### config.mk
export PLATFORM = sky130hd
export DESIGN_NAME = rdzr_div_pipe
export DESIGN_NICKNAME = d
export VERILOG_FILES = /design/src/design/rdzr_div_pipe.sv
export SDC_FILE = /design/constraint.sdc
export NUM_CORES = 2
export LEC_CHECK = 0
export BUFFER_PORTS_ARGS = -buffer_cell sky130_fd_sc_hd__buf_2
export CELL_PAD_IN_SITES_DETAIL_PLACEMENT = 1
export CELL_PAD_IN_SITES_GLOBAL_PLACEMENT = 2
export CORE_MARGIN = 8
export CORE_UTILIZATION = 45
export DETAILED_ROUTE_END_ITERATION = 7
export PLACE_DENSITY_LB_ADDON = 0.1
export RECOVER_POWER = 50
export SLEW_MARGIN = 0
export SYNTH_ARGS = -nofsm -noshare
export SYNTH_HDL_FRONTEND = slang
export SYNTH_SLANG_ARGS = --single-unit
### constraint.sdc
create_clock -name clock -period 15.9 [get_ports clock]
set_clock_uncertainty 0.1 [all_clocks]
set_input_delay 0.795 -clock clock [delete_from_list [all_inputs] [get_ports clock]]
set_output_delay 0.795 -clock clock [all_outputs]
set_load 0.005 [all_outputs]
### src/design/rdzr_div_pipe.sv
// pipelined restoring divider, two numerator lanes over one shared divisor
module rdzr_div_pipe #(
   parameter int NUM_W  = 34,
   parameter int DEN_W  = 25,
   parameter int QUO_W  = 17,
   parameter int SIDE_W = 1
) (
   input  logic               clock,
   input  logic               reset,
   input  logic               in_valid,
   output logic               in_ready,
   input  logic [NUM_W-1:0]   in_num_x,
   input  logic [NUM_W-1:0]   in_num_y,
   input  logic [DEN_W-1:0]   in_den,
   input  logic [SIDE_W-1:0]  in_side,
   output logic               out_valid,
   input  logic               out_ready,
   output logic [QUO_W-1:0]   out_quo_x,
   output logic [QUO_W-1:0]   out_quo_y,
   output logic [SIDE_W-1:0]  out_side
);

   localparam int NS = QUO_W;

   logic              v_ff    [NS];
   logic [NUM_W-1:0]  rx_ff   [NS];
   logic [NUM_W-1:0]  ry_ff   [NS];
   logic [QUO_W-1:0]  qx_ff   [NS];
   logic [QUO_W-1:0]  qy_ff   [NS];
   logic [DEN_W-1:0]  den_ff  [NS];
   logic [SIDE_W-1:0] side_ff [NS];

   logic              src_v    [NS];
   logic [NUM_W-1:0]  src_rx   [NS];
   logic [NUM_W-1:0]  src_ry   [NS];
   logic [QUO_W-1:0]  src_qx   [NS];
   logic [QUO_W-1:0]  src_qy   [NS];
   logic [DEN_W-1:0]  src_den  [NS];
   logic [SIDE_W-1:0] src_side [NS];

   logic [NUM_W-1:0]  rx_in [NS];
   logic [NUM_W-1:0]  ry_in [NS];
   logic [QUO_W-1:0]  qx_in [NS];
   logic [QUO_W-1:0]  qy_in [NS];
   logic              rdy   [NS];

   for (genvar g = 0; g < NS; g++) begin : g_stage
      localparam int SH = QUO_W - 1 - g;
      logic [NUM_W-1:0] den_ext;
      logic             ge_x;
      logic             ge_y;

      if (g == 0) begin : g_first
         assign src_v[g]    = in_valid;
         assign src_rx[g]   = in_num_x;
         assign src_ry[g]   = in_num_y;
         assign src_qx[g]   = '0;
         assign src_qy[g]   = '0;
         assign src_den[g]  = in_den;
         assign src_side[g] = in_side;
      end else begin : g_next
         assign src_v[g]    = v_ff[g-1];
         assign src_rx[g]   = rx_ff[g-1];
         assign src_ry[g]   = ry_ff[g-1];
         assign src_qx[g]   = qx_ff[g-1];
         assign src_qy[g]   = qy_ff[g-1];
         assign src_den[g]  = den_ff[g-1];
         assign src_side[g] = side_ff[g-1];
      end

      if (g == NS - 1) begin : g_last
         assign rdy[g] = !v_ff[g] || out_ready;
      end else begin : g_mid
         assign rdy[g] = !v_ff[g] || rdy[g+1];
      end

      // rem >= den << SH is the same test as (rem >> SH) >= den
      assign den_ext  = NUM_W'(src_den[g]);
      assign ge_x     = (src_rx[g] >> SH) >= den_ext;
      assign ge_y     = (src_ry[g] >> SH) >= den_ext;
      assign rx_in[g] = ge_x ? src_rx[g] - (den_ext << SH) : src_rx[g];
      assign ry_in[g] = ge_y ? src_ry[g] - (den_ext << SH) : src_ry[g];
      assign qx_in[g] = {src_qx[g][QUO_W-2:0], ge_x};
      assign qy_in[g] = {src_qy[g][QUO_W-2:0], ge_y};
   end

   always_ff @(posedge clock) begin
      for (int i = 0; i < NS; i++) begin
         if (reset) begin
            v_ff[i] <= 1'b0;
         end else if (rdy[i]) begin
            v_ff[i] <= src_v[i];
         end
         if (rdy[i]) begin
            rx_ff[i]   <= rx_in[i];
            ry_ff[i]   <= ry_in[i];
            qx_ff[i]   <= qx_in[i];
            qy_ff[i]   <= qy_in[i];
            den_ff[i]  <= src_den[i];
            side_ff[i] <= src_side[i];
         end
      end
   end

   assign in_ready  = rdy[0];
   assign out_valid = v_ff[NS-1];
   assign out_quo_x = qx_ff[NS-1];
   assign out_quo_y = qy_ff[NS-1];
   assign out_side  = side_ff[NS-1];

   // a finished quotient leaves a remainder below the divisor
   a_div_rem_bound: assert property (@(posedge clock) disable iff (reset)
      out_valid && (den_ff[NS-1] != '0) |->
         (rx_ff[NS-1] < NUM_W'(den_ff[NS-1])) && (ry_ff[NS-1] < NUM_W'(den_ff[NS-1])))
      else $error("divider remainder not below divisor");

endmodule

# --- After elaboration in Yosys (flattened, before gate mapping) ---
# Memories as Yosys holds them, arrays and structs flattened.
# Cells that the tools add are included.
word_totals:
  out_inout_bits: 37
  memories: 7
  register_bits: 0
  ramBits: 2193
  inputBits: 98
  wordCells: 247
memory_table:
  columns: ["memory", "words", "word_bits", "rd", "rd_ports_with_merged_regs", "wr", "line_no", "text"]
  rows:
  - ["rx_ff", 17, 34, 16, 0, 17, "26", "logic [NUM_W-1:0] rx_ff [NS];"]
  - ["ry_ff", 17, 34, 16, 0, 17, "27", "logic [NUM_W-1:0] ry_ff [NS];"]
  - ["den_ff", 17, 25, 16, 0, 17, "30", "logic [DEN_W-1:0] den_ff [NS];"]
  - ["qx_ff", 17, 17, 17, 0, 17, "28", "logic [QUO_W-1:0] qx_ff [NS];"]
  - ["qy_ff", 17, 17, 17, 0, 17, "29", "logic [QUO_W-1:0] qy_ff [NS];"]
  - ["side_ff", 17, 1, 17, 0, 17, "31", "logic [SIDE_W-1:0] side_ff [NS];"]
  - ["1 more memories", null, null, null, null, null, null, null]
classes:
  n_lt_le_gt_ge: 34
  addsub: 34
  bitwise_logic: 17
  n_reduce_logical: 34
  muxes: 121
op_table:
  columns: ["cell", "count"]
  rows:
  - ["$mux 34", 34]
  - ["$sub 34x34->34", 16]
  - ["$mux 1", 87]
  - ["$ge 34x25->1", 2]
  - ["$sub 34x25->34", 2]
  - ["$sub 34x26->34", 2]
  - ["$sub 34x27->34", 2]
  - ["$sub 34x28->34", 2]
  - ["$sub 34x29->34", 2]
  - ["$sub 34x30->34", 2]
  - ["$sub 34x31->34", 2]
  - ["$sub 34x32->34", 2]
  - ["$sub 34x33->34", 2]
  - ["$ge 33x25->1", 2]
  - ["$ge 32x25->1", 2]
  - ["$ge 31x25->1", 2]
  - ["$ge 30x25->1", 2]
  - ["$ge 29x25->1", 2]
  - ["$ge 28x25->1", 2]
  - ["$ge 27x25->1", 2]
  - ["$ge 26x25->1", 2]
  - ["$ge 18x25->1", 2]
  - ["$ge 19x25->1", 2]
  - ["$ge 20x25->1", 2]
  - ["8 further kinds", 61]

# --- Depth between registers and ports, before layout ---
# An unclocked memory read counts as a cell.
logic_depth:
  ltp_word: 23
  depth_mapped: 14
  depth_no_buf: 13

# --- Least setup slack after synthesis ---
# No wires, ideal clock.
synth_timing:
  path_kind: "input to output"
  startpoint: "input port out_ready"
  endpoint: "output port in_ready"
  cell_stages: 9
  t_arrival_ns: 11.800
  required_time_ns: 15.005
  path_buffers: 0
  slack_ns: 3.205
  cell_sequence: "nor2b_1 -> nand2_1 -> nor2_1 -> and2_1 -> inv_1 -> nor2_1 -> inv_1 -> nor2_1 -> nand4_1"
synth_lines:
  columns: ["item", "line_no", "text"]
  rows:
  - ["start: declaration", "17", "input logic out_ready,"]
  - ["end: declaration", "11", "output logic in_ready,"]

==> metrics.md <==
| Metric | Value |
|---|---|
| Pin count of the biggest net entering global routing | 80 |
| Setup TNS | 0 ns |
| Crit-path cells | nor2b_1, nand2_1, nor2_1, and2_0, clkinvlp_2, nor2_1, clkinvlp_2, nor2_1, nand4_1, buf_4, buf_2 |
| Failing checks | max-capacitance violations, max-slew violations |
| Launching element of the worst setup path | v_ff[16]$_SDFFCE_PN0P_ |
| Number of antenna violations at the first check in global routing | 12 |
| Worst path max stage delay | about 1.6 ns |
| Crit start category | flop |
| Required time at the endpoint of the critical path | 15.01 ns |
| Sequential power share | 0.376 |
| Clock root buffer master | clkbuf_16 |
| Worst-skew pair later-pin latency | ~0.87 ns |
| Count of input and output buffers | 134 |
| Die X-Extent | ~490 µm |
| Number of failing hold endpoints at the final stage | 0 |
| Critical register-to-register path startpoint | v_ff[16]$_SDFFCE_PN0P_ |
| Sort of element at the end of the critical path | output pin |
| TritonCTS clock tree | done |
| Post-route antenna net violation count | 0 |
| Initial DRC Count | approximately 4700 |
| WL per Instance | 25.2 µm |
| Total of flip-flops plus latches after synthesis | 1828 |
| Post-route cell area | between 0.1 and 0.15 mm² |
| Share of flip-flops with an asynchronous set or reset after synthesis | 0 |
| Portion of total power attributed to combinational logic | 0.392 |
| GP Congestion | between 0.8 and 0.9 |
| Global Route Usage Sum | 0.247 |
| Wire length of the first global-routing pass | between 400000 and 500000 µm |
| Number of instances in the synthesized netlist | ~8800 |
| # hold bufs at CTS | 47 |
| Most numerous cell on the critical path | nor2_1 |
| Total gr overflow | 0 |
| MaxCap Viol Count | 20 |
| Floorplan die area | between 0.2 and 0.25 mm² |
| I/O Pins | 135 |
| Maximum achievable frequency | ~0.1 GHz |
| Switching power as a share of total power | 0.370 |
| Worst Path Arrival | 9.09 ns |
| Depth of the CTS H-tree | 4 |
| Worst hold start | in_den[6] |
| Worst Path Class, Setup | flop to output pin |
| Fraction of the cycle the final worst path needs | 0.628 |
| Synth warn | 0 |
| Number of buffers inserted during clock tree synthesis | 204 |
| Estimated wirelength of the detail-placed design | roughly 240000 µm |
| Post-Route WL | a little over 300000 µm |
| # rows | 175 |
| Slew at the pin with the worst max-slew slack | 4.40 ns |
| DIE HEIGHT | around 500 µm |
| Cell family contributing the most delay on the critical path | simple AND/OR/NAND/NOR gates |
| Sum of buffers and inverters on the critical path | 4 |
| Clock power frac | 0.232 |
| Capture point of the worst reg-to-reg path | v_ff[0]$_DFFE_PP_ |
| Mean cell area of the mapped netlist | roughly 12 µm² |
| Fraction of layout cells with a size suffix above 1 | 0.0981 |
| Leading cell types in the layout, fill and taps excluded | edfxtp_1, ha_1, a21oi_1 |
| Post-CTS setup buffers | 0 |
| Endpoint of the worst hold path | den_ff[0][6]$_DFFE_PP_ |
| Clock slew at reported path FFs | around 0.060 ns |
| Run status | finished with violations |
| Leak | ~46 nW |
| Sequential share of the synthesized area | 0.535 |
| Number of instances resized during post-cts repair | 0 |
| Setup repair after global routing missed its margin | false |
| Number of detailed-route iterations in the first pass | 6 |
| Area of the mapped netlist | 0.103 mm² |
| Ratio of routed vias to standard cells | 5.75 |
| Final count of negative-setup-slack endpoints | 0 |
| Std-Cell Core Area | 0.227 mm² |
| Clk sink count | 1828 |
| Vias in the first global route | 73000 |
| Clock tree buffer depth | 3 |
| Count of cell types in the netlist | 93 |
| Reg2reg setup slack | 6.83 ns |
| Effective utilization at floorplan | 0.452 |
| Rel. slew slack | -1.94 |
| Max Slew Vio Count | 942 |
| Crit path time final | around 10 ns |
| Critical-path top delay cell | nand2_1 |
| Most common library cell in the layout ignoring fill and taps | edfxtp_1 |
| Net total in the final layout | around 10000 |
| Total DRC errors in the routed layout | 0 |
| Net Sw Power | around 0.0076 W |
| Post-synth EDFFs | 1828 |
| Worst hold path type | input port to flop |
| Via Count | between 70000 and 80000 |
| Instance area at placement | ~0.11 mm² |
| Number of stages on the worst hold path | 1 |
| Layout Area Growth over Synthesis | 11.3% |
| Nets in the synthesized netlist | ~9700 |
| CP max FO | between 60 and 70 |
| Total power per unit cell area | between 150 and 200 mW/mm² |
| Peak supply drop | 0.107 mV |
| Internal Pwr Total | between 0.01 and 0.015 W |
| Leading register cell type out of synthesis | edfxtp_1 |
| Count of cells along the worst register-to-register path | 12 |
[per-layer routing]
layer,track usage,routed length (µm),up-vias
met3,0.0280,11000,379
met2,0.426,150000,1227
met5,0,13,-
met1,0.332,139000,35400
li1,-,-,33400
met4,0.0613,8260,2
[Yosys cell counts (all sizes together) (126+ instances only)]
library cell  instances  area (µm²)
nand3               150         751
nor2b               126         788
o21a                126         946
xor2                233        2040
inv                 650        2440
a21o                294        2210
ha                  794        9930
xnor2               394        3450
nand2               498        1870
o21ai               521        2610
edfxtp             1828       54900
nor3                145         726
nor2                567        2130
a21oi               686        3440
mux2                376        4230
[layout make-up]
type,instances,area (µm²)
clock inverters,135,1580
multi-input cells,6133,44800
diodes,2,5.00
repair buffers,247,1490
clock buffers,234,5220
fillers,23700,113000
inverters,651,2450
well taps,3009,3760
flip-flops and latches,1828,54900
[worst max path at each step]
stage	end	slack, ns	cells after the start
2_1_floorplan	in_ready	3.20	9
3_3_place_gp	in_ready	10.00	12
3_5_place_dp	in_ready	9.78	12
4_1_cts	in_ready	9.34	11
5_1_grt	in_ready	4.79	11
6_report	in_ready	5.92	11
[registers in the layout, indices dropped and copies added, names as in the netlist]
register  cells
rx_ff       544
qx_ff       153
den_ff      400
ry_ff       544
v_ff         17
qy_ff       153
side_ff      17
[cells by family (layout without fill, tap and decap cells)]
family,count (synthesis),in the layout,share of synthesized area
adder cells (fa/ha/maj),826,826,0.103
multiplexers,408,408,0.0444
AND/OR/NAND/NOR,2040,2040,0.0972
AO/OA/AOI/OAI,2232,2232,0.137
XOR/XNOR,627,627,0.0535
buffers and inverters,797,1267,0.0299
other,0,2,0
flip-flops,1828,1828,0.535
[power groups by stage]
stage / sequential [W] / combinational [W] / clock [W]
floorplan: 0.00727 / 0.00588 / 0
CTS: 0.00774 / 0.00805 / 0.00490
global route: 0.00781 / 0.00886 / 0.00505
finish: 0.00773 / 0.00807 / 0.00478
detailed placement: 0.00783 / 0.00795 / 0
global placement: 0.00782 / 0.00776 / 0
[metrics by stage]
stage | worst slack, ns | utilization | hold WS [ns] | power (W) | instances
floorplan | 3.20 | - | 0.300 | 0.0131 | 8758
global placement | 10.00 | 0.472 | 0.301 | 0.0156 | 11800
detailed placement | 9.78 | 0.472 | 0.305 | 0.0158 | 11800
CTS | 9.34 | 0.504 | 0.00760 | 0.0207 | 12200
global route | 4.79 | 0.503 | 0.0916 | 0.0217 | 12200
finish | 5.92 | 0.503 | 0.138 | 0.0206 | 12200
Power figures use the tool's default switching activity.
