## src/design/rdzr_root_pipe.sv

```systemverilog
// pipelined integer square root, one root bit per stage
module rdzr_root_pipe #(
   parameter int RAD_W  = 34,
   parameter int SIDE_W = 1
) (
   input  logic                 clock,
   input  logic                 reset,
   input  logic                 in_valid,
   output logic                 in_ready,
   input  logic [RAD_W-1:0]     in_radicand,
   input  logic [SIDE_W-1:0]    in_side,
   output logic                 out_valid,
   input  logic                 out_ready,
   output logic [RAD_W/2-1:0]   out_root,
   output logic [SIDE_W-1:0]    out_side
);

   localparam int ROOT_W = RAD_W / 2;
   localparam int REM_W  = ROOT_W + 2;
   localparam int NS     = ROOT_W;

   logic              v_ff    [NS];
   logic [REM_W-1:0]  rem_ff  [NS];
   logic [ROOT_W-1:0] root_ff [NS];
   logic [RAD_W-1:0]  rad_ff  [NS];
   logic [SIDE_W-1:0] side_ff [NS];

   logic              src_v    [NS];
   logic [REM_W-1:0]  src_rem  [NS];
   logic [ROOT_W-1:0] src_root [NS];
   logic [RAD_W-1:0]  src_rad  [NS];
   logic [SIDE_W-1:0] src_side [NS];

   logic [REM_W-1:0]  rem_in  [NS];
   logic [ROOT_W-1:0] root_in [NS];
   logic [RAD_W-1:0]  rad_in  [NS];
   logic              rdy     [NS];

   for (genvar g = 0; g < NS; g++) begin : g_stage
      logic [REM_W-1:0] cur;
      logic [REM_W-1:0] trial;
      logic             ge;

      if (g == 0) begin : g_first
         assign src_v[g]    = in_valid;
         assign src_rem[g]  = '0;
         assign src_root[g] = '0;
         assign src_rad[g]  = in_radicand;
         assign src_side[g] = in_side;
      end else begin : g_next
         assign src_v[g]    = v_ff[g-1];
         assign src_rem[g]  = rem_ff[g-1];
         assign src_root[g] = root_ff[g-1];
         assign src_rad[g]  = rad_ff[g-1];
         assign src_side[g] = side_ff[g-1];
      end

      // a stage moves when it is empty or the one after it moves
      if (g == NS - 1) begin : g_last
         assign rdy[g] = !v_ff[g] || out_ready;
      end else begin : g_mid
         assign rdy[g] = !v_ff[g] || rdy[g+1];
      end

      // bring down the next two radicand bits and try root*4+1
      assign cur        = {src_rem[g][REM_W-3:0], src_rad[g][RAD_W-1 -: 2]};
      assign trial      = {src_root[g], 2'b01};
      assign ge         = cur >= trial;
      assign rem_in[g]  = ge ? cur - trial : cur;
      assign root_in[g] = {src_root[g][ROOT_W-2:0], ge};
      assign rad_in[g]  = src_rad[g] << 2;
   end

   always_ff @(posedge clock) begin
      for (int i = 0; i < NS; i++) begin
         if (reset) begin
            v_ff[i] <= 1'b0;
         end else if (rdy[i]) begin
            v_ff[i] <= src_v[i];
         end
         if (rdy[i]) begin
            rem_ff[i]  <= rem_in[i];
            root_ff[i] <= root_in[i];
            rad_ff[i]  <= rad_in[i];
            side_ff[i] <= src_side[i];
         end
      end
   end

   assign in_ready  = rdy[0];
   assign out_valid = v_ff[NS-1];
   assign out_root  = root_ff[NS-1];
   assign out_side  = side_ff[NS-1];

   // final remainder n - r*r never exceeds 2r, else the root is too small
   a_root_rem_bound: assert property (@(posedge clock) disable iff (reset)
      out_valid |-> rem_ff[NS-1] <= REM_W'({root_ff[NS-1], 1'b0}))
      else $error("root remainder exceeds twice the root");

   a_root_enter: assert property (@(posedge clock) disable iff (reset)
      in_valid && in_ready |=> v_ff[0])
      else $error("accepted radicand did not enter first stage");

endmodule

```

## config.mk

```make
export PLATFORM = sky130hd
export DESIGN_NAME = rdzr_root_pipe
export DESIGN_NICKNAME = d
export VERILOG_FILES = /design/src/design/rdzr_root_pipe.sv
export SDC_FILE = /design/constraint.sdc
export NUM_CORES = 1
export LEC_CHECK = 0
export BUFFER_PORTS_ARGS = -buffer_cell sky130_fd_sc_hd__clkbuf_2
export CAP_MARGIN = 20
export CORE_MARGIN = 5
export CORE_UTILIZATION = 40
export DETAILED_ROUTE_END_ITERATION = 12
export PLACE_DENSITY = 0.55
export SLEW_MARGIN = 30
export SYNTH_ARGS = -nofsm -noshare
export SYNTH_HDL_FRONTEND = slang
export SYNTH_SLANG_ARGS = --single-unit
export TNS_END_PERCENT = 30
```

## constraint.sdc

```tcl
create_clock -name clock -period 5.1 [get_ports clock]
set_input_delay 0.51 -clock clock [delete_from_list [all_inputs] [get_ports clock]]
set_output_delay 0.51 -clock clock [all_outputs]
set_load 0.01 [all_outputs]
```

* After elaboration in Yosys (flattened, before gate mapping)
Memory sizes are Yosys's and may differ from the RTL's.
Index checks and enable logic that the tools add are counted.
** Operators by class
- Add/sub/neg operators :: 17
- Magnitude comparators :: 17
- Multiplexer cells :: 104
- Bitwise operators :: 17
- Reduce and logical (&&, ||, !) cells :: 34
** Operators with widths (count)
- 2-to-1 mux 19 bit :: 17
- greater-or-equal comparator 19 bit :: 16
- subtractor 19 bit :: 16
- 2-to-1 mux 1 bit :: 87
- logical NOT 1 bit :: 17
- logical OR 1 bit :: 17
- bitwise OR 1 bit :: 17
- subtractor 2 x 1 -> 3 bit, second input constant :: 1
- greater-or-equal comparator 2 x 1 -> 1 bit, second input constant :: 1
** Word-level totals
- Bits in registers :: 0
- Memory bits (writable) :: 1190
- Output and inout port bits :: 20
- Word-level logic and storage cells :: 194
- Memories kept :: 5
** Memories
- rad_ff :: depth 17, width 32, read ports 16, clocked after Yosys merged registers in 0, write ports 17, line 25 : logic [RAD_W-1:0] rad_ff [NS];
- rem_ff :: depth 17, width 19, read ports 16, clocked after Yosys merged registers in 0, write ports 17, line 23 : logic [REM_W-1:0] rem_ff [NS];
- root_ff :: depth 17, width 17, read ports 17, clocked after Yosys merged registers in 0, write ports 17, line 24 : logic [ROOT_W-1:0] root_ff [NS];
- side_ff :: depth 17, width 1, read ports 17, clocked after Yosys merged registers in 0, write ports 17, line 26 : logic [SIDE_W-1:0] side_ff [NS];
- v_ff :: depth 17, width 1, read ports 17, clocked after Yosys merged registers in 0, write ports 17, line 22 : logic v_ff [NS];

* Logic depth before layout (Yosys ltp)
Gate-level depths: netlist of the first run.
An unclocked memory read counts as a cell.
- Depth in word-level cells :: 23
- Gate-level depth with buffers :: 12
- Depth with buffers taken out :: 11

* Least setup slack after synthesis of the first run
OpenSTA, ideal clock, no wires.
- Kind :: input -> register
- From :: input out_ready
- To :: memory v_ff[1] (data pin)
- Arrival :: 4.464 ns
- Required time :: 4.835 ns
- Slack :: 0.371 ns
- Cell stages on the path :: 10
- Cells stage by stage :: nor2b_1 > and3_1 > and3_1 > and2_1 > clkbuf_1 > and4_1 > inv_1 > nor2_1 > nand3_1 > and3b_1
** RTL lines
- from (decl) :: line 13 : input logic out_ready,
- to (decl) :: line 22

==> impl_metrics.env, run 1 <==
export IMPL_num_rows=104
export IMPL_die_w_um=294
export IMPL_dpl_hpwl_mm=41.5
export IMPL_outcome="finished clean"
export IMPL_antennaDiodeCount=0
export IMPL_via_per_inst=5.02
export IMPL_fmax_ghz=0.231
export IMPL_start_util_pct=40.2
export IMPL_crit_chain="nor2b_1 -> and3_1 -> and3_1 -> and2_1 -> and4_1 -> inv_1 -> buf_4 -> nor2_1 -> nand2_2 -> buf_4 -> clkbuf_2"
export IMPL_fin_util_pct=45.3
export IMPL_relSlewSlack_pct=41.0
export IMPL_synth_edff_count=713
export IMPL_timing_rr_start="rem_ff[0][266]$_DFFE_PP_"
export IMPL_cts_resized=0
export IMPL_routabilityCongestion=0.913
export IMPL_cpMaxStageDelayCell="nor2_1"
export IMPL_grt_max_degree=50
export IMPL_htreeDepth=3
export IMPL_fin_skew_ns=0.0266
export IMPL_grt_first_pass_wirelength_mm=92.1
export IMPL_critPathLaunchType="register"
export IMPL_dp_cells=3474
export IMPL_postCtsSetupRepairBufs=0
export IMPL_p_per_area_nw_per_um2=468
export IMPL_grt_setup_unrepaired="no"
export IMPL_ys_flop_type="edfxtp_1"
export IMPL_cap_violations=0
export IMPL_pin_count=59
export IMPL_crit_arrival_ns=3.81
export IMPL_wl_per_cell_um=15.6
export IMPL_overflow=0
export IMPL_holdWs_ns=0.0711
export IMPL_core_area_um2=80300
export IMPL_die_area_um2=86400
export IMPL_grt_pass1_vias=18066
export IMPL_syn_num_nets=2575
export IMPL_rrSetupSlack_ns=1.50
export IMPL_endpoint_kind="primary output"
export IMPL_yosysSeqAreaShare_pct=66.4
export IMPL_cts_hold_buf=0
export IMPL_slowest_delay_ns=0.48
export IMPL_cts_path_max_buffers=3
export IMPL_setup_viol=0
export IMPL_hp_class="in2reg"
export IMPL_worstHoldPathCells=1
export IMPL_setup_tns_ns=0
export IMPL_critPathBufInv=4
export IMPL_final_layout_size_suffix_gt1_share_pct=10.7
export IMPL_min_delay_start="in_radicand[10]"
export IMPL_stdcell_count=3612
export IMPL_synthesis_area_um2=32200
export IMPL_crit_path_start="v_ff[16]$_SDFFCE_PN0P_"
export IMPL_grt_use_met3_pct=2.36
export IMPL_die_y_um=294
export IMPL_numCtsBuffers=78
export IMPL_tightest_slew_ns=0.885
export IMPL_cts_num_sinks=713
export IMPL_slew_violations=0
export IMPL_insertion_delay_ns=0.62
export IMPL_met1_usage_pct=16.7
export IMPL_clk_pin_slew_worst_paths_ns=0.06
export IMPL_r2r_cells=9
export IMPL_vias=18141
export IMPL_post_route_period_util_pct=84.8
export IMPL_grt_usage_pct=12.9
export IMPL_leakagePower_nw=14.9
export IMPL_peakVddDrop_uv=245
export IMPL_rr_endpoint="rem_ff[0][289]$_DFFE_PP_"
export IMPL_met2_usage_pct=22.0
export IMPL_drt_iter0_markers=889
export IMPL_worst_slack_ns=0.777
export IMPL_synthArstFlopShare_pct=0
export IMPL_path_class="reg2out"
export IMPL_period_minus_slack_ns=4.32
export IMPL_ant_nets=0
export IMPL_drc=0
export IMPL_postSynthAreaPerCell_um2=13.6
export IMPL_grt_busiest_layer="met2"
export IMPL_area_growth_synth_to_final_pct=12.9
export IMPL_port_buffers=58
export IMPL_yosysUniqueCellTypes=73
export IMPL_totalWireLength_mm=56.3
export IMPL_firstDrtPassIters=5
export IMPL_antenna_found_initial=0
export IMPL_hold_violations=0
export IMPL_crit_path_max_fanout=45
export IMPL_dpl_worst_slack_ns=1.11
export IMPL_cts_tree="done"
export IMPL_holdPathEnd="rad_ff[0][10]$_DFFE_PP_"
export IMPL_final_nets=2703
export IMPL_cpLargestDelayFamily="simple AND/OR/NAND/NOR gates"
export IMPL_cts_root_buffer="clkbuf_16"
export IMPL_ys_warn_count=0
export IMPL_netlist_instances=2366
export IMPL_cp_required_ns=4.59
export IMPL_synth_seq_cells=713
[synthesized netlist by cell type, types with 10 or more instances]
| cell type | n | area (um^2) |
|---|---|---|
| o21a_1 | 44 | 330 |
| nand4_1 | 27 | 169 |
| nor2b_1 | 29 | 181 |
| a21oi_1 | 114 | 571 |
| o21ai_0 | 97 | 485 |
| nor2_1 | 164 | 616 |
| and3_1 | 16 | 100 |
| o31ai_1 | 14 | 105 |
| nand2b_1 | 29 | 181 |
| ha_1 | 170 | 2130 |
| and3b_1 | 10 | 87.6 |
| nor3b_1 | 13 | 97.6 |
| mux2_2 | 52 | 586 |
| nor3_1 | 39 | 195 |
| or4_1 | 10 | 75.1 |
| clkbuf_1 | 18 | 67.6 |
| a21o_1 | 30 | 225 |
| a21boi_0 | 11 | 82.6 |
| xnor2_1 | 100 | 876 |
| nor4_1 | 33 | 206 |
| a211oi_1 | 11 | 82.6 |
| or3_1 | 21 | 131 |
| inv_1 | 218 | 818 |
| or2_2 | 11 | 68.8 |
| xor2_1 | 79 | 692 |
| a31oi_1 | 15 | 93.8 |
| edfxtp_1 | 713 | 21400 |
| nand2_1 | 136 | 510 |
| nand3_1 | 34 | 170 |
[logic make-up (layout without fill, tap and decap cells)]
logic type	count (synthesis)	in the layout	synth area share (%)
AND/OR/NAND/NOR	614	614	9.75
multiplexers	57	57	1.97
flip-flops	713	713	66.4
buffers and inverters	247	433	2.94
XOR/XNOR	179	179	4.86
other	1	1	0.0116
AO/OA/AOI/OAI	385	385	7.46
adder cells (fa/ha/maj)	170	170	6.60
[routing by layer]
layer  vias to the layer above  share of wire [%]
met3                       124                4.3
met4                         0                3.3
met2                       369                 49
li1                       9001                  -
met5                         -                  0
met1                      8647                 44
[layout by cell type (no fill, tap or decap), drive strengths merged, types with 7 or more instances in the layout]
master,count
a21o,30
o21a,44
and3,16
nor2b,29
clkbuf,158
a21boi,11
nor3,39
a21oi,114
buf,19
edfxtp,713
nand4b,7
nor2,165
nor4,35
nand3,35
clkinv,31
o31ai,14
or4,11
xnor2,100
xor2,79
ha,170
a31oi,15
or3,22
inv,219
a211oi,11
nand2b,29
and2,10
nor3b,13
mux2,52
or2,11
nand4,27
and3b,10
o21ai,97
nand3b,7
nand2,137
[worst max-delay path by stage]
stage,cells after the start,to,slack [ns]
3_5_place_dp,12,in_ready,1.11
3_3_place_gp,12,in_ready,1.21
2_1_floorplan,10,v_ff[1]$_DFFE_PP_,0.37
5_1_grt,11,in_ready,0.30
6_report,11,in_ready,0.78
4_1_cts,11,in_ready,0.64
[metrics by stage]
step	area [um^2]	power (mW)
finish	36400	17.0
global route	36400	18.0
CTS	36400	17.2
detailed placement	33900	11.7
global placement	33900	11.6
floorplan	32200	10.8
[power breakdown]
part	internal [mW]	switching, mW	leakage (nW)
Sequential	7.74	0.685	7.24
Clock	3.22	2.20	1.23
Combinational	1.52	1.66	6.43
Total	12.5	4.54	14.9
[state kept, by name, summed over array words and instances (netlist names)]
signal / cells
v_ff: 17
rem_ff: 254
root_ff: 153
rad_ff: 272
side_ff: 17
[cell type report]
class                   count  area (um^2)
clock buffers             100         2100
clock inverters            38          393
fillers                  7053        43900
inverters                 218          818
multi-input cells        1406         9920
flip-flops and latches    713        21400
well taps                1060         1330
repair buffers             77          433
(Power assumes the default switching activity.)
==> inputs of run 2 (changes only) <==
==> constraint.sdc (replaced) <==
create_clock -name clock -period 4 [get_ports clock]
set_input_delay 0.4 -clock clock [delete_from_list [all_inputs] [get_ports clock]]
set_output_delay 0.4 -clock clock [all_outputs]
set_load 0.01 [all_outputs]
==> run 2 against run 1 <==
  * First-iteration DRC count up 20%
  * Die area did not move
  * Sequential cell count did not move
  * Largest cell class unchanged
  * Wire length is 1.2% higher
  * Clock power is 33% higher
  * Largest power group unchanged
  * Worst hold slack about the same
  * Utilization grew 0.62 points
==> impl_metrics.env, run 2 (same netlist as run 1, synthesis figures left out) <==
export IMPL_grt_usage_pct=13.3
export IMPL_drt_iter0_markers=1063
export IMPL_grt_pass1_vias=18793
export IMPL_outcome="finished clean"
export IMPL_path_class="reg2out"
export IMPL_grt_max_degree=51
export IMPL_relSlewSlack_pct=45.5
export IMPL_firstDrtPassIters=6
export IMPL_slew_violations=0
export IMPL_clk_pin_slew_worst_paths_ns=0.06
export IMPL_rrSetupSlack_ns=0.47
export IMPL_num_rows=104
export IMPL_cp_required_ns=3.60
export IMPL_cts_num_sinks=713
export IMPL_core_area_um2=80300
export IMPL_tightest_slew_ns=0.810
export IMPL_leakagePower_nw=15.0
export IMPL_wl_per_cell_um=15.6
export IMPL_htreeDepth=3
export IMPL_port_buffers=58
export IMPL_rr_endpoint="rem_ff[0][236]$_DFFE_PP_"
export IMPL_dpl_hpwl_mm=42.1
export IMPL_cap_violations=0
export IMPL_die_area_um2=86400
export IMPL_numCtsBuffers=79
export IMPL_critPathLaunchType="register"
export IMPL_timing_rr_start="rem_ff[0][209]$_DFFE_PP_"
export IMPL_final_nets=2742
export IMPL_die_y_um=294
export IMPL_area_growth_synth_to_final_pct=14.4
export IMPL_min_delay_start="in_radicand[33]"
export IMPL_post_dp_cell_area_um2=33900
export IMPL_fin_skew_ns=0.0245
export IMPL_ant_nets=0
export IMPL_mostFrequentLayoutCells="edfxtp_1, inv_1, ha_1"
export IMPL_drc=0
export IMPL_worstHoldPathCells=2
export IMPL_start_util_pct=40.2
export IMPL_cts_tree="done"
export IMPL_holdWs_ns=0.0714
export IMPL_reg_largest_list="rad_ff x272, rem_ff x254, root_ff x153"
export IMPL_via_per_inst=5.03
export IMPL_antennaDiodeCount=0
export IMPL_grt_setup_unrepaired="no"
export IMPL_antenna_found_initial=0
export IMPL_p_per_area_nw_per_um2=596
export IMPL_cts_path_max_buffers=3
export IMPL_fmax_ghz=0.278
export IMPL_die_w_um=294
export IMPL_largest_reg_flops=272
export IMPL_post_route_period_util_pct=90.0
export IMPL_cts_root_buffer="clkbuf_16"
export IMPL_hold_violations=0
export IMPL_crit_arrival_ns=3.20
export IMPL_vias=18382
export IMPL_totalWireLength_mm=57.0
export IMPL_r2r_cells=9
export IMPL_insertion_delay_ns=0.63
export IMPL_period_minus_slack_ns=3.60
export IMPL_endpoint_kind="primary output"
export IMPL_dp_cells=3479
export IMPL_setup_viol=0
export IMPL_fin_area_um2=36900
export IMPL_overflow=0
export IMPL_grt_first_pass_wirelength_mm=95.4
export IMPL_pin_count=59
export IMPL_holdPathEnd="root_ff[0][0]$_DFFE_PP_"
export IMPL_top_register="rad_ff"
export IMPL_final_layout_size_suffix_gt1_share_pct=10.8
export IMPL_crit_path_max_fanout=39
export IMPL_stdcell_count=3653
export IMPL_hp_class="in2reg"
export IMPL_layout_commonest_cell="edfxtp_1"
export IMPL_postCtsSetupRepairBufs=0
export IMPL_peakVddDrop_uv=385
export IMPL_routabilityCongestion=0.856
-- run 2: routing by layer --
layer	wire, um	track usage [%]	vias up
met4	1470	4.15	0
met2	28100	23.1	307
li1	-	-	9083
met3	2480	2.75	116
met1	24900	16.8	8876
met5	0	0	-
-- run 2: layout make-up --
cell class,instances,area [um^2]
Tap cell,1060,1330
Timing Repair Buffer,115,801
Inverter,218,818
Clock inverter,46,586
Fill cell,7077,43400
Multi-Input combinational cell,1406,9910
Sequential cell,713,21400
Clock buffer,95,2040
-- run 2: per-stage QoR --
| step | utilization (%) | power [mW] | setup TNS (ns) | worst slack, ns |
|---|---|---|---|---|
| 2_1_floorplan | - | 13.8 | -13.83 | -0.211 |
| 3_3_place_gp | 42.3 | 14.8 | 0 | 0.537 |
| 3_5_place_dp | 42.3 | 14.9 | 0 | 0.553 |
| 4_1_cts | 45.9 | 22.3 | 0 | 0.00944 |
| 5_1_grt | 46.0 | 23.2 | 0 | 0.101 |
| 6_report | 46.0 | 22.0 | 0 | 0.401 |
-- run 2: power breakdown --
group | internal [mW] | switching (mW) | total [mW] | leakage, nW
Combinational | 1.97 | 2.12 | 4.09 | 6.56
Sequential | 9.87 | 0.828 | 10.7 | 7.24
Clock | 4.26 | 2.94 | 7.19 | 1.24
Total | 16.1 | 5.89 | 22.0 | 15.0
-- run 2: worst max path at each step --
stage               depth (start not counted)                     start  slack [ns]                  endpoint
floorplan                                  10    v_ff[16]$_SDFFCE_PN0P_       -0.21         v_ff[0]$_DFFE_PP_
CTS                                        10    v_ff[16]$_SDFFCE_PN0P_       0.009                  in_ready
finish                                     10    v_ff[16]$_SDFFCE_PN0P_        0.40                  in_ready
detailed placement                          9  rem_ff[0][209]$_DFFE_PP_        0.55  rem_ff[0][232]$_DFFE_PP_
global route                               10    v_ff[16]$_SDFFCE_PN0P_        0.10                  in_ready
global placement                            9  rem_ff[0][209]$_DFFE_PP_        0.54  rem_ff[0][230]$_DFFE_PP_
-- run 2: repair_timing --
| action | CTS | global route |
|---|---|---|
| setup endpoints to repair | 0 | 1 |
| hold buffers | 33 | 0 |
| gates resized for setup | 0 | 3 |
| hold endpoints to repair | 33 | 0 |
-- run 2: critical path: stages, from the launching register on --
cell and delay, ns:
edfxtp_1 0.35, nor2b_2 0.24, and3_1 0.28, and3_1 0.24, and2_2 0.26, and4_1 0.29, inv_1 0.10, nor2_2 0.26
nand2_2 0.07, buf_4 0.28, clkbuf_2 0.19
==> inputs of run 3 (changes only) <==
--- a/config.mk
+++ b/config.mk
@@ -8,9 +8,9 @@
 export BUFFER_PORTS_ARGS = -buffer_cell sky130_fd_sc_hd__clkbuf_2
 export CAP_MARGIN = 20
 export CORE_MARGIN = 5
-export CORE_UTILIZATION = 40
+export CORE_UTILIZATION = 60
 export DETAILED_ROUTE_END_ITERATION = 12
-export PLACE_DENSITY = 0.55
+export PLACE_DENSITY = 0.77
 export SLEW_MARGIN = 30
 export SYNTH_ARGS = -nofsm -noshare
 export SYNTH_HDL_FRONTEND = slang
==> run 3 against run 2 <==
  * Non-clock buffer count is 1 lower
  * Worst setup slack got worse by 0.070 ns
  * Die area fell by 32%
  * Count of clock-buffer cells in the layout fell by 4
  * Cell count is 11% lower
  * Combinational power rose by 1%
  * First-iteration DRC count grew 38%
  * Utilization increased by 21 points
  * Wire length increased by 1.5%
  * Critical endpoint unchanged
  * Largest cell class unchanged
==> impl_metrics.env, run 3 (same netlist as run 1, synthesis figures left out) <==
export IMPL_hp_class="in2reg"
export IMPL_postCtsSetupRepairBufs=0
export IMPL_overflow=0
export IMPL_cts_num_sinks=713
export IMPL_final_nets=2735
export IMPL_routabilityCongestion=0.924
export IMPL_vias=18695
export IMPL_clk_pin_slew_worst_paths_ns=0.06
export IMPL_largest_reg_flops=272
export IMPL_crit_chain="nor2b_2 -> and3_1 -> and3_1 -> and2_1 -> and4_1 -> inv_1 -> nor2_2 -> nand2_1 -> buf_4 -> clkbuf_2"
export IMPL_timing_rr_start="rem_ff[0][266]$_DFFE_PP_"
export IMPL_drc=0
export IMPL_critPathBufInv=3
export IMPL_grt_pass1_vias=19109
export IMPL_final_layout_size_suffix_gt1_share_pct=10.3
export IMPL_antennaDiodeCount=0
export IMPL_ant_nets=0
export IMPL_post_route_period_util_pct=91.7
export IMPL_pwr_share_comb_pct=19.6
export IMPL_drt_iter0_markers=1466
export IMPL_numCtsBuffers=73
export IMPL_rr_endpoint="rem_ff[0][287]$_DFFE_PP_"
export IMPL_finalPower_mw=21.2
export IMPL_insertion_delay_ns=0.61
export IMPL_port_buffers=58
export IMPL_pin_count=59
export IMPL_wl_per_cell_um=17.7
export IMPL_p_sw_mw=5.75
export IMPL_tightest_slew_ns=0.844
export IMPL_via_per_inst=5.72
export IMPL_leakagePower_nw=14.9
export IMPL_hold_violations=0
export IMPL_core_area_um2=53500
export IMPL_cpLargestDelayFamily="simple AND/OR/NAND/NOR gates"
export IMPL_switching_share_pct=27.1
export IMPL_critPathLaunchType="register"
export IMPL_grt_setup_unrepaired="no"
export IMPL_totalWireLength_mm=57.9
export IMPL_crit_cells=10
export IMPL_crit_top_cell="and3_1"
export IMPL_mostFrequentLayoutCells="edfxtp_1, inv_1, ha_1"
export IMPL_grt_usage_pct=19.9
export IMPL_cts_tree="done"
export IMPL_min_delay_start="in_radicand[32]"
export IMPL_fin_skew_ns=0.0283
export IMPL_start_util_pct=60.3
export IMPL_r2r_cells=9
export IMPL_grt_max_degree=51
export IMPL_grt_first_pass_wirelength_mm=96.7
export IMPL_worstHoldPathCells=2
export IMPL_area_growth_synth_to_final_pct=11.6
export IMPL_clockPowerShare_pct=29.8
export IMPL_die_y_um=242
export IMPL_p_per_area_nw_per_um2=589
export IMPL_slowest_delay_ns=0.33
export IMPL_slew_violations=0
export IMPL_cap_violations=0
export IMPL_cts_root_buffer="clkbuf_16"
export IMPL_top_register="rad_ff"
export IMPL_setup_viol=0
export IMPL_firstDrtPassIters=5
export IMPL_cts_path_max_buffers=3
export IMPL_outcome="finished clean"
export IMPL_dpl_hpwl_mm=39.9
export IMPL_endpoint_kind="primary output"
export IMPL_post_dp_cell_area_um2=33500
export IMPL_cpMaxStageDelayCell="edfxtp_1"
export IMPL_period_minus_slack_ns=3.67
export IMPL_cell_internal_pwr_mw=15.4
export IMPL_peakVddDrop_uv=509
export IMPL_num_rows=85
export IMPL_reg_largest_list="rad_ff x272, rem_ff x254, root_ff x153"
export IMPL_layout_commonest_cell="edfxtp_1"
export IMPL_seq_power_share_pct=50.6
export IMPL_relSlewSlack_pct=43.8
export IMPL_path_class="reg2out"
export IMPL_rrSetupSlack_ns=0.41
export IMPL_crit_path_max_fanout=39
export IMPL_htreeDepth=3
export IMPL_holdPathEnd="rem_ff[0][0]$_DFFE_PP_"
export IMPL_fin_area_um2=36000
export IMPL_die_w_um=242
export IMPL_die_area_um2=58500
export IMPL_fmax_ghz=0.273
export IMPL_antenna_found_initial=0
export IMPL_setup_tns_ns=0
export IMPL_crit_arrival_ns=3.27
export IMPL_cp_required_ns=3.60
==> run 3: cell types whose count changed in the layout (fill, tap and decap cells not counted), moves of 2 or more <==
cell / before / now
bufinv_16: 9 / 3
clkbuf_16: 79 / 74
clkinv_1: 19 / 10
clkinv_16: 5 / 0
clkinv_2: 7 / 9
clkinvlp_4: 5 / 2
inv_6: 1 / 5
==> run 3: power by group through the flow <==
stage / Combinational [mW] / Sequential, mW / Clock (mW)
floorplan: 3.23 / 10.5 / 0
global placement: 3.86 / 10.8 / 0
detailed placement: 4.03 / 10.9 / 0
CTS: 4.11 / 10.7 / 6.48
global route: 4.63 / 10.9 / 6.81
finish: 4.15 / 10.7 / 6.32
==> run 3: repair_timing <==
| action | 4_1_cts | 5_1_grt |
|---|---|---|
| resized for setup | 0 | 2 |
| hold buffers | 33 | 0 |
| setup endpoints to repair | 0 | 1 |
| hold endpoints to repair | 33 | 0 |
==> run 3: layout make-up <==
type,instances,area [um^2]
sequential,713,21400
fill,3579,17500
multi-input combinational,1406,9910
clock buffer,91,1920
tap,696,871
inverter,218,818
timing repair buffer,114,793
clock inverter,31,268
==> run 3: routing by layer <==
metal  vias up  GRT usage, %  share of wire, %
li1       9053             -                 -
met1      9078          25.4                42
met2       446          35.0                51
met3       118          3.29               4.6
met4         0          6.60               2.6
met5         -             0                 0
==> run 3: worst reg2reg max path: stages (launching register included) <==
cell and delay (ns):
edfxtp_1 0.39, ha_1 0.42, o21a_1 0.19, o22ai_1 0.15
a2111o_1 0.49, a21oi_1 0.25, nand4_1 0.14, o21ai_0 0.13
o22a_1 0.75, mux2_2 0.44
==> run 3: stage by stage <==
step | hold WS [ns] | std cells | worst slack, ns | util (%)
after detailed placement | 0.405 | 3114 | 0.497 | 62.6
after global routing | 0.110 | 3269 | 0.0138 | 67.3
after CTS | 0.0473 | 3269 | 0.108 | 67.3
after floorplan | 0.400 | 2366 | -0.211 | -
final | 0.119 | 3269 | 0.332 | 67.3
after global placement | 0.400 | 3114 | 0.625 | 62.6
==> run 3: worst max path at each step <==
stage                                  start                        to  slack, ns
floorplan             v_ff[16]$_SDFFCE_PN0P_         v_ff[0]$_DFFE_PP_      -0.21
global placement    rem_ff[0][266]$_DFFE_PP_  rem_ff[0][289]$_DFFE_PP_       0.63
detailed placement  rem_ff[0][266]$_DFFE_PP_  rem_ff[0][287]$_DFFE_PP_       0.50
CTS                   v_ff[16]$_SDFFCE_PN0P_                  in_ready       0.11
global route          v_ff[16]$_SDFFCE_PN0P_                  in_ready       0.01
finish                v_ff[16]$_SDFFCE_PN0P_                  in_ready       0.33
